$ cat src/sv/rrfc_pkg.sv
// ----------------------------------------------------------------------------
// rrfc_pkg
// Types, codes and constants shared by the receive ring frame checker.
// ----------------------------------------------------------------------------
package rrfc_pkg;

    localparam int CFG_IDX_W = 8;

    localparam logic [CFG_IDX_W-1:0] REG_RING_START = CFG_IDX_W'(0);
    localparam logic [CFG_IDX_W-1:0] REG_RING_STOP  = CFG_IDX_W'(1);

    localparam logic [7:0] RING_START_RST = 8'd76;
    localparam logic [7:0] RING_STOP_RST  = 8'd128;
    localparam logic [7:0] BOUNDARY_RST   = RING_STOP_RST - 8'd1;

    localparam logic [15:0] MIN_FRAME_LEN  = 16'd60;
    localparam logic [15:0] MAX_FRAME_LEN  = 16'd1518;
    localparam logic [15:0] HDR_BYTES      = 16'd4;
    localparam logic [7:0]  STATUS_MASK    = 8'h0F;
    localparam logic [7:0]  STATUS_OK      = 8'h01;
    localparam int          STATUS_OVR_BIT = 3;

    typedef enum logic [2:0] {
        ACT_EMPTY      = 3'd0,
        ACT_ACCEPT     = 3'd1,
        ACT_BAD_LINK   = 3'd2,
        ACT_BAD_LEN    = 3'd3,
        ACT_BAD_STATUS = 3'd4
    } t_action;

    typedef struct packed {
        logic [7:0] ring_start_page;
        logic [7:0] ring_stop_page;
    } t_cfg;

    typedef struct packed {
        logic [7:0]  cur_page;
        logic [7:0]  hdr_status;
        logic [7:0]  hdr_next;
        logic [15:0] hdr_count;
    } t_rx_item;

    typedef struct packed {
        t_action     action;
        logic [7:0]  frame_page;
        logic [15:0] payload_addr;
        logic [15:0] payload_len;
        logic [7:0]  new_boundary;
        logic [7:0]  fetch_page;
        logic [31:0] err_total;
        logic [31:0] packet_total;
        logic [31:0] byte_total;
        logic [31:0] overrun_total;
    } t_result;

    // page after a boundary, wrapped into the ring
    function automatic logic [7:0] page_after(input logic [7:0] bnd, input t_cfg cfg);
        logic [8:0] p;
        p = {1'b0, bnd} + 9'd1;
        return (p >= {1'b0, cfg.ring_stop_page}) ? cfg.ring_start_page : p[7:0];
    endfunction

endpackage

$ cat src/sv/rrfc_unload.sv
// ----------------------------------------------------------------------------
// rrfc_unload
// Boundary and statistics registers with the per-frame header check.
// ----------------------------------------------------------------------------
module rrfc_unload (
    input  logic                i_clk,
    input  logic                i_rst_n,
    input  rrfc_pkg::t_cfg      i_cfg,
    input  rrfc_pkg::t_rx_item  i_item,
    input  logic                i_step,
    output rrfc_pkg::t_result   o_result
);
    import rrfc_pkg::*;

    logic [7:0]  r_boundary, n_boundary;
    logic [31:0] r_err_cnt, n_err_cnt;
    logic [31:0] r_pkt_cnt, n_pkt_cnt;
    logic [31:0] r_byte_cnt, n_byte_cnt;
    logic [31:0] r_ovr_cnt, n_ovr_cnt;

    logic [7:0]         w_frame;
    logic [15:0]        w_len;
    logic signed [10:0] w_nxt;
    logic signed [10:0] w_nxt1;
    logic signed [10:0] w_size;
    logic signed [10:0] w_link;
    logic               w_link_ok;
    logic               w_len_ok;
    logic               w_status_ok;
    t_action            w_action;

    assign w_frame = page_after(r_boundary, i_cfg);
    assign w_len   = i_item.hdr_count - HDR_BYTES;
    assign w_nxt   = $signed({3'b000, w_frame}) + $signed({3'b000, i_item.hdr_count[15:8]})
                   + 11'sd1;
    assign w_nxt1  = w_nxt + 11'sd1;
    assign w_size  = $signed({3'b000, i_cfg.ring_stop_page})
                   - $signed({3'b000, i_cfg.ring_start_page});
    assign w_link  = $signed({3'b000, i_item.hdr_next});

    assign w_link_ok = (w_link == w_nxt) || (w_link == w_nxt1)
                    || (w_link == w_nxt - w_size) || (w_link == w_nxt1 - w_size);
    assign w_len_ok    = (w_len >= MIN_FRAME_LEN) && (w_len <= MAX_FRAME_LEN);
    assign w_status_ok = (i_item.hdr_status & STATUS_MASK) == STATUS_OK;

    always_comb begin
        n_boundary = r_boundary;
        n_err_cnt  = r_err_cnt;
        n_pkt_cnt  = r_pkt_cnt;
        n_byte_cnt = r_byte_cnt;
        n_ovr_cnt  = r_ovr_cnt;
        if (w_frame == i_item.cur_page) begin
            w_action = ACT_EMPTY;
        end else if (!w_link_ok) begin
            w_action   = ACT_BAD_LINK;
            n_err_cnt  = r_err_cnt + 32'd1;
            n_boundary = i_item.cur_page - 8'd1;
        end else begin
            n_boundary = i_item.hdr_next - 8'd1;
            if (!w_len_ok) begin
                w_action  = ACT_BAD_LEN;
                n_err_cnt = r_err_cnt + 32'd1;
            end else if (w_status_ok) begin
                w_action   = ACT_ACCEPT;
                n_pkt_cnt  = r_pkt_cnt + 32'd1;
                n_byte_cnt = r_byte_cnt + {16'd0, w_len};
            end else begin
                w_action = ACT_BAD_STATUS;
                if (i_item.hdr_status[STATUS_OVR_BIT]) begin
                    n_ovr_cnt = r_ovr_cnt + 32'd1;
                end
            end
        end
    end

    always_ff @(posedge i_clk) begin
        if (!i_rst_n) begin
            r_boundary <= BOUNDARY_RST;
            r_err_cnt  <= '0;
            r_pkt_cnt  <= '0;
            r_byte_cnt <= '0;
            r_ovr_cnt  <= '0;
        end else if (i_step) begin
            r_boundary <= n_boundary;
            r_err_cnt  <= n_err_cnt;
            r_pkt_cnt  <= n_pkt_cnt;
            r_byte_cnt <= n_byte_cnt;
            r_ovr_cnt  <= n_ovr_cnt;
        end
    end

    always_comb begin
        o_result.action        = w_action;
        o_result.frame_page    = w_frame;
        o_result.payload_addr  = (w_action == ACT_EMPTY) ? 16'd0 : {w_frame, 8'h00} + HDR_BYTES;
        o_result.payload_len   = (w_action == ACT_EMPTY) ? 16'd0 : w_len;
        o_result.new_boundary  = n_boundary;
        o_result.fetch_page    = page_after(n_boundary, i_cfg);
        o_result.err_total     = n_err_cnt;
        o_result.packet_total  = n_pkt_cnt;
        o_result.byte_total    = n_byte_cnt;
        o_result.overrun_total = n_ovr_cnt;
    end

    // empty ring leaves boundary and counters alone
    a_empty_hold: assert property (@(posedge i_clk) disable iff (!i_rst_n)
        i_step && (w_action == ACT_EMPTY) |=>
            $stable(r_boundary) && $stable(r_err_cnt) && $stable(r_pkt_cnt)
            && $stable(r_byte_cnt) && $stable(r_ovr_cnt))
        else $error("empty ring changed unload state");

    // the error count moves by at most one per transfer
    a_err_step: assert property (@(posedge i_clk) disable iff (!i_rst_n)
        i_step |=> (r_err_cnt == $past(r_err_cnt)) || (r_err_cnt == $past(r_err_cnt) + 32'd1))
        else $error("error count jumped");

    // accepted frames always carry a legal length
    a_accept_len: assert property (@(posedge i_clk) disable iff (!i_rst_n)
        i_step && (w_action == ACT_ACCEPT) |->
            (w_len >= MIN_FRAME_LEN) && (w_len <= MAX_FRAME_LEN))
        else $error("accepted frame with bad length");

endmodule

$ cat config.mk
export PLATFORM = sky130hd
export DESIGN_NAME = rrfc_unload
export DESIGN_NICKNAME = d
export VERILOG_FILES = /design/src/sv/rrfc_pkg.sv /design/src/sv/rrfc_unload.sv
export SDC_FILE = /design/constraint.sdc
export NUM_CORES = 1
export LEC_CHECK = 0
export BUFFER_PORTS_ARGS = -buffer_cell sky130_fd_sc_hd__buf_2
export CORE_MARGIN = 1.5
export CORE_UTILIZATION = 35
export CTS_BUF_LIST = sky130_fd_sc_hd__clkbuf_16
export DETAILED_ROUTE_END_ITERATION = 8
export PLACE_DENSITY_LB_ADDON = 0.12
export REMOVE_ABC_BUFFERS = 1
export SYNTH_ARGS = -nofsm -noshare
export SYNTH_HDL_FRONTEND = slang
export SYNTH_SLANG_ARGS = --single-unit
$ cat constraint.sdc
create_clock -name i_clk -period 12.45 [get_ports i_clk]
set_input_delay 1.245 -clock i_clk [delete_from_list [all_inputs] [get_ports i_clk]]
set_output_delay 1.245 -clock i_clk [all_outputs]
set_load 0.01 [all_outputs]
==> summary.md, run 1 <==
| Metric | Value |
|---|---|
| Sum Neg Setup Slack | `0 ps` |
| Fraction of registers with async set/reset | `0%` |
| Outcome | `finished, final reports clean` |
| Reg2Reg Depth | `33` |
| Total number of vias | `12104` |
| Total CTS buffers | `17` |
| WL per Instance | `roughly 16 um` |
| Max incr delay on CP | `490 ps` |
| Port bufs | `234` |
| Hold Path Stages | `2` |
| Die Y | `193 um` |
| CTS H-Tree Depth | `4` |
| CTS Root Cell | `clkbuf_16` |
| Yosys reg bits | `136` |
| Slowest cell on crit path | `nor4_2` |
| Most common cell in the netlist | `nor2_1` |
| Routed Wire Length | `38700 um` |
| Min-delay src | `r_pkt_cnt[31]` |
| Max-capacitance violation count | `0` |
| Post-Syn Area | `0.0126 mm2` |
| Fin nets | `2023` |
| Residual DRC | `0` |
| Top_reg_cell synth | `dfxtp_1` |
| FP Rows | `69` |
| Seq/Total Area, Yosys | `a little over a fifth` |
| GRT overflow | `0` |
| Vias/cell | `5.14` |
| CTS tree | `built` |
| Final setup vio count | `0` |
| Clock sinks | `~140` |
| Die X | `193 um` |
| Core Region | `0.0355 mm2` |
| First-pass GRT wire length | `between 50000 and 60000 um` |
| Worst Skew | `9.21 ps` |
| Post-synth top cells | `nor2_1, xor2_1, xnor2_1` |
| CP required | `11200 ps` |
| Pleak | `about 6.7 nW` |
| Synthesis-to-finish area growth | `19.0%` |
| Initial cell density of the core | `35.4%` |
| Worst reg2reg startpoint | `r_boundary[0]` |
| Total track usage | `20.4%` |
| Post-Syn Area per Cell | `approximately 7.5 um2` |
| Max VDD drop | `187 uV` |
| Gpl congestion | `0.899` |
| Gate Count Post-Synth | `approximately 1700` |
| CTS Buffer Depth | `2` |
| Final setup margin | `829 ps` |
| Pin count of the biggest net entering global routing | `70` |
| Fraction of layout cells with a size suffix above 1 | `between 10% and 20%` |
| Initial antenna violation count | `2` |
| R2r setup slk | `3880 ps` |
| Vias in the first global route | `11202` |
| Post-synth EDFFs | `0` |
| Area leader, netlist | `dfxtp_1` |
| Pwr dens | `153 mW/mm2` |
| CP endpoint kind | `primary output` |
| Tcrit/Tclk final | `between 90% and 100%` |
| Clk_lat worst skew | `440 ps` |
| Antenna violation net count after detailed routing | `0` |
| Tmin final | `around 12000 ps` |
| Drt first pass iters | `5` |
| Placed wire-length estimate | `29800 um` |
| Max-slew headroom | `35.3%` |
| Final Hold Vio Count | `0` |
| CP Data Arrival Time | `10380 ps` |
| Yosys Warn Count | `0` |
| Ports | `246` |
| Library cells used by synthesis | `82` |
| Die ar. | `0.0371 mm2` |
| Top-area cell type share of the netlist area | `between 20% and 30%` |
| Measured slew at the worst slew-check pin | `around 970 ps` |
| Crit path launch type | `flop` |
| Critical path peak fanout | `11` |
| Reg clk slew, reported paths | `60 ps` |
| Maximum achievable frequency | `86.1 MHz` |
| RSZ-0062 raised after global routing | `false` |
| Fin. max-slew vios | `0` |
| Place WS | `514 ps` |
| Min-Delay Endpoint | `r_pkt_cnt[31]` |
| Iter 0 DRT Violations | `around 650` |
| Synth area leaders | `dfxtp_1, xor2_1, xnor2_1` |
| Worst Path Class, Setup | `reg -> out` |
| Hold crit path type | `reg -> reg` |
| Worst r2r dst | `r_err_cnt[27]` |
cells by family (layout without fill, tap and decap cells):
logic type               Yosys count  count (layout)  synth area share [%]
AO/OA/AOI/OAI                    229             229                  12.1
XOR/XNOR                         287             287                  20.2
flip-flops                       136             136                  21.7
buffers and inverters            166             386                  5.25
AND/OR/NAND/NOR                  715             715                  28.1
other                              1               8                0.0298
multiplexers                      47              47                  3.95
adder cells (fa/ha/maj)           85              85                  8.76
worst max path at each step:
stage	startpoint	end	slack, ps	cells past startpoint
after CTS	r_boundary[0]	o_result[130]	50	47
after global routing	r_boundary[0]	o_result[129]	20	48
after floorplan	i_cfg[2]	o_result[128]	780	42
final	r_boundary[0]	o_result[132]	830	44
after detailed placement	i_cfg[1]	o_result[130]	510	47
after global placement	i_cfg[1]	o_result[128]	520	47
repair_timing:
item / 4_1_cts / 5_1_grt
setup endpoints to repair: 0 / 8
setup buffers: 0 / 5
hold buffers: 0 / 0
resized for setup: 0 / 24
critical path: cells and delay by family, from the launching register on:
| kind | cells | cell delay [ps] |
|---|---|---|
| and+or+nand+nor | 13 | 3000 |
| AOI/OAI and AO/OA | 11 | 2190 |
| DFF | 1 | 390 |
| muxes | 3 | 810 |
| xor gates and xnor gates | 4 | 760 |
| buffers and inverters | 7 | 1020 |
| adders and majority gates | 6 | 1740 |
power by group:
group	switching [mW]	total [mW]	internal, mW	leakage (nW)
Clock	0.213	0.508	0.295	0.285
Sequential	0.00821	0.450	0.442	1.10
Combinational	0.758	1.33	0.576	5.31
state kept, by name (all words and copies together), names as in the netlist:
signal      count
r_err_cnt      32
r_ovr_cnt      32
r_boundary      8
r_byte_cnt     32
r_pkt_cnt      32
through the flow:
stage               util (%)  instances  hold WS, ps  instance area (um2)  total power [mW]
finish                  42.2       2354          487                15000              2.29
global route            42.2       2354          508                15000              2.47
CTS                     41.8       2348          487                14800              2.27
detailed placement      40.2       2316          478                14300              1.74
global placement        40.2       2316          460                14300              1.73
floorplan                  -       1586          448                12200              1.38
cell usage in the layout, fill, tap and decap left out, types with 6 or more instances in the layout:
cell type	n
o21ai_0	55
and2_1	38
nand2b_1	15
a21o_1	11
o31ai_1	7
o21ai_1	8
and3_1	32
xor2_1	145
o211ai_1	12
a21oi_1	58
nor3_1	39
dfxtp_1	133
nor2b_1	17
and4_1	12
conb_1	7
inv_1	74
ha_1	76
nand2_1	130
buf_2	234
mux2_2	15
nand3_1	74
o21a_1	10
buf_4	39
xnor2_1	136
o2111ai_1	6
mux2_1	6
mux2i_1	25
or4_1	8
nand4_1	48
nor2_1	233
or3_1	28
clkbuf_16	17
nor4_1	13
area by class of cell:
class	instances	area (um2)
flip-flops and latches	136	2730
repair buffers	274	1480
multi-input cells	1370	9300
fillers	3676	20500
well taps	461	577
inverters	80	303
clock buffers	17	425
diodes	1	2.50
clock inverters	15	153
per-layer routing:
layer / track usage (%) / vias up / part of all wire, %
met5: 0 / - / 0
met4: 7.27 / 0 / 2.9
met3: 2.75 / 52 / 4.3
met2: 34.1 / 276 / 47
met1: 26.8 / 5639 / 46
li1: - / 6137 / -
(Power assumes the default switching activity.)
==> run 2: changes to the inputs <==
CORE_UTILIZATION = 46   (was 35)
==> run 2 against run 1 <==
  * Global-route usage increased by 4.6 points
  * Final area shrank 1.4%
  * Clock skew up 5.6 ps
  * Non-clock buffer count is 4 lower
  * Count of clock-buffer cells in the layout stayed put
  * Critical path type unchanged
==> summary.md, run 2 (synthesis gave the netlist of run 1 again) <==
| Metric | Value |
|---|---|
| Total CTS buffers | `17 (unchanged)` |
| CP required | `11200 ps (about the same)` |
| NetSw | `968 uW (was 980 uW)` |
| Die X | `168 um (was 193 um)` |
| Gate power share | `58.0% (was 58.2%)` |
| Outcome | `finished, final reports clean (unchanged)` |
| Overall power | `2.24 mW (was 2.29 mW)` |
| Pwr dens | `152 mW/mm2 (was 153 mW/mm2)` |
| Most used cell along the critical path | `ha_1` |
| First-pass GRT wire length | `57400 um (was 59500 um)` |
| Synthesis-to-finish area growth | `17.3% (was 19.0%)` |
| Worst r2r dst | `r_pkt_cnt[29] (was r_err_cnt[27])` |
| CTS tree | `built (unchanged)` |
| CP endpoint kind | `primary output (unchanged)` |
| Critical path peak fanout | `16 (was 11)` |
| Vias/cell | `5.50 (was 5.14)` |
| Residual DRC | `0 (unchanged)` |
| Tmin final | `11850 ps (was 11620 ps)` |
| Gpl congestion | `0.925 (was 0.899)` |
| Die ar. | `0.0283 mm2 (was 0.0371 mm2)` |
| Drt first pass iters | `8 (was 5)` |
| Switching part of the total power | `43.2% (was 42.7%)` |
| Max-capacitance violation count | `0 (unchanged)` |
| Reg2Reg Depth | `35 (was 33)` |
| Routed Wire Length | `36300 um (was 38700 um)` |
| Pleak | `6.65 nW (was 6.70 nW)` |
| Final setup vio count | `0 (unchanged)` |
| Final setup margin | `600 ps (was 829 ps)` |
| GRT overflow | `0 (unchanged)` |
| Internal cell power | `1.27 mW (was 1.31 mW)` |
| Largest delay share family, worst path | `compound AO/OA/AOI/OAI gates (was simple AND/OR/NAND/NOR gates)` |
| Slowest cell on crit path | `nor4_4 (was nor4_2)` |
| Worst reg2reg startpoint | `r_boundary[0] (unchanged)` |
| Fin. max-slew vios | `0 (unchanged)` |
| CP Data Arrival Time | `10600 ps (was 10380 ps)` |
| Initial cell density of the core | `46.8% (was 35.4%)` |
| Reg clk slew, reported paths | `60 ps (about the same)` |
| Min-Delay Endpoint | `r_pkt_cnt[26] (was r_pkt_cnt[31])` |
| Max-slew headroom | `33.7% (was 35.3%)` |
| WL per Instance | `16.3 um (was 16.4 um)` |
| Maximum achievable frequency | `84.4 MHz (was 86.1 MHz)` |
| Fin nets | `2019 (was 2023)` |
| Port bufs | `234 (unchanged)` |
| Pin count of the biggest net entering global routing | `72 (was 70)` |
| Clock sinks | `136 (unchanged)` |
| Measured slew at the worst slew-check pin | `981 ps (was 969 ps)` |
| Crit path launch type | `flop (unchanged)` |
| Total number of vias | `12273 (was 12104)` |
| Initial antenna violation count | `3 (was 2)` |
| Clock network fraction of total power | `21.9% (was 22.2%)` |
| R2r setup slk | `3430 ps (was 3880 ps)` |
| CTS Root Cell | `clkbuf_16 (unchanged)` |
| CTS H-Tree Depth | `4 (unchanged)` |
| Worst Path Class, Setup | `reg -> out (unchanged)` |
| Iter 0 DRT Violations | `868 (was 646)` |
| Max VDD drop | `201 uV (was 187 uV)` |
| Ports | `246 (unchanged)` |
| Max incr delay on CP | `440 ps (was 490 ps)` |
| Fill cells | `2680 (was 3676)` |
| Clk_lat worst skew | `420 ps (was 440 ps)` |
| FP Rows | `60 (was 69)` |
| Min-delay src | `r_pkt_cnt[26] (was r_pkt_cnt[31])` |
| Die Y | `168 um (was 193 um)` |
| Commonest cells after routing, fill and taps aside | `nor2_1, buf_2, xor2_1 (was buf_2, nor2_1, xor2_1)` |
| Total track usage | `25.0% (was 20.4%)` |
| Worst path buffer plus inverter count | `5 (was 7)` |
| Core Region | `0.0269 mm2 (was 0.0355 mm2)` |
| Antenna violation net count after detailed routing | `0 (unchanged)` |
| Hold Path Stages | `2 (unchanged)` |
| Sequential share of power | `20.1% (was 19.6%)` |
| Fraction of layout cells with a size suffix above 1 | `18.9% (was 19.3%)` |
| Worst Skew | `14.8 ps (was 9.21 ps)` |
| Final Hold Vio Count | `0 (unchanged)` |
| Tcrit/Tclk final | `95.2% (was 93.3%)` |
| Hold crit path type | `reg -> reg (unchanged)` |
| Place WS | `455 ps (was 514 ps)` |
| Vias in the first global route | `11442 (was 11202)` |
| CTS Buffer Depth | `2 (unchanged)` |
| Placed wire-length estimate | `27600 um (was 29800 um)` |
[run 2: cell types whose count changed in the layout (fill, tap and decap cells not counted), sizes merged]
cell	previous run	this run
inv	81	87
clkinvlp	1	5
diode	1	2
clkinv	11	3
bufinv	2	0
buf	274	270
[run 2: stage by stage]
stage	area (um2)	TNS (ps)	utilization [%]	hold WS (ps)	cells
2_1_floorplan	12200	0	-	448	1586
3_3_place_gp	14100	0	52.4	463	2194
3_5_place_dp	14100	0	52.4	462	2194
4_1_cts	14700	0	54.5	472	2226
5_1_grt	14700	-254	54.9	485	2231
6_report	14700	0	54.9	470	2231
[run 2: final cells by class]
| type | instances | area [um2] | area share [%] |
|---|---|---|---|
| timing repair buffer | 270 | 1450 | 9.80 |
| tap | 341 | 427 | 2.89 |
| multi-input combinational | 1370 | 9290 | 63.0 |
| antenna | 2 | 5.00 | 0.0339 |
| clock inverter | 15 | 133 | 0.899 |
| clock buffer | 17 | 425 | 2.88 |
| inverter | 80 | 302 | 2.04 |
| sequential | 136 | 2730 | 18.5 |
[run 2: worst min-delay path: cells and delay by family (launching register included)]
kind,cells,cell delay [ps]
flops,1,320
simple gates,1,50
mux,1,50
[run 2: routing by layer]
| metal | up-vias | track usage (%) | wire length (um) |
|---|---|---|---|
| met5 | - | 0 | 13 |
| met3 | 49 | 3.78 | 1700 |
| met2 | 344 | 42.6 | 17100 |
| met4 | 2 | 7.84 | 871 |
| li1 | 6143 | - | - |
| met1 | 5735 | 32.5 | 16700 |
[run 2: worst max path at each step]
stage,to,slack [ps],depth (start not counted),from
6_report,o_result[130],600,43,r_boundary[0]
4_1_cts,o_result[130],90,46,r_boundary[0]
3_3_place_gp,o_result[133],460,46,i_cfg[1]
3_5_place_dp,o_result[130],450,46,i_cfg[1]
5_1_grt,o_result[133],-60,43,r_boundary[0]
2_1_floorplan,o_result[128],780,42,i_cfg[2]
[run 2: repair_timing]
action                                  CTS  global route
buffers inserted                          0             3
pin swaps                                 0             3
endpoints found under the setup margin    6             8
hold buffers                              0             0
resized for setup                         1            15
[run 2: power groups by stage]
| stage | clock (mW) | sequential, mW | combinational [mW] |
|---|---|---|---|
| floorplan | 0 | 0.457 | 0.926 |
| global placement | 0 | 0.459 | 1.26 |
| detailed placement | 0 | 0.459 | 1.27 |
| CTS | 0.501 | 0.450 | 1.28 |
| global route | 0.520 | 0.451 | 1.43 |
| finish | 0.490 | 0.450 | 1.30 |
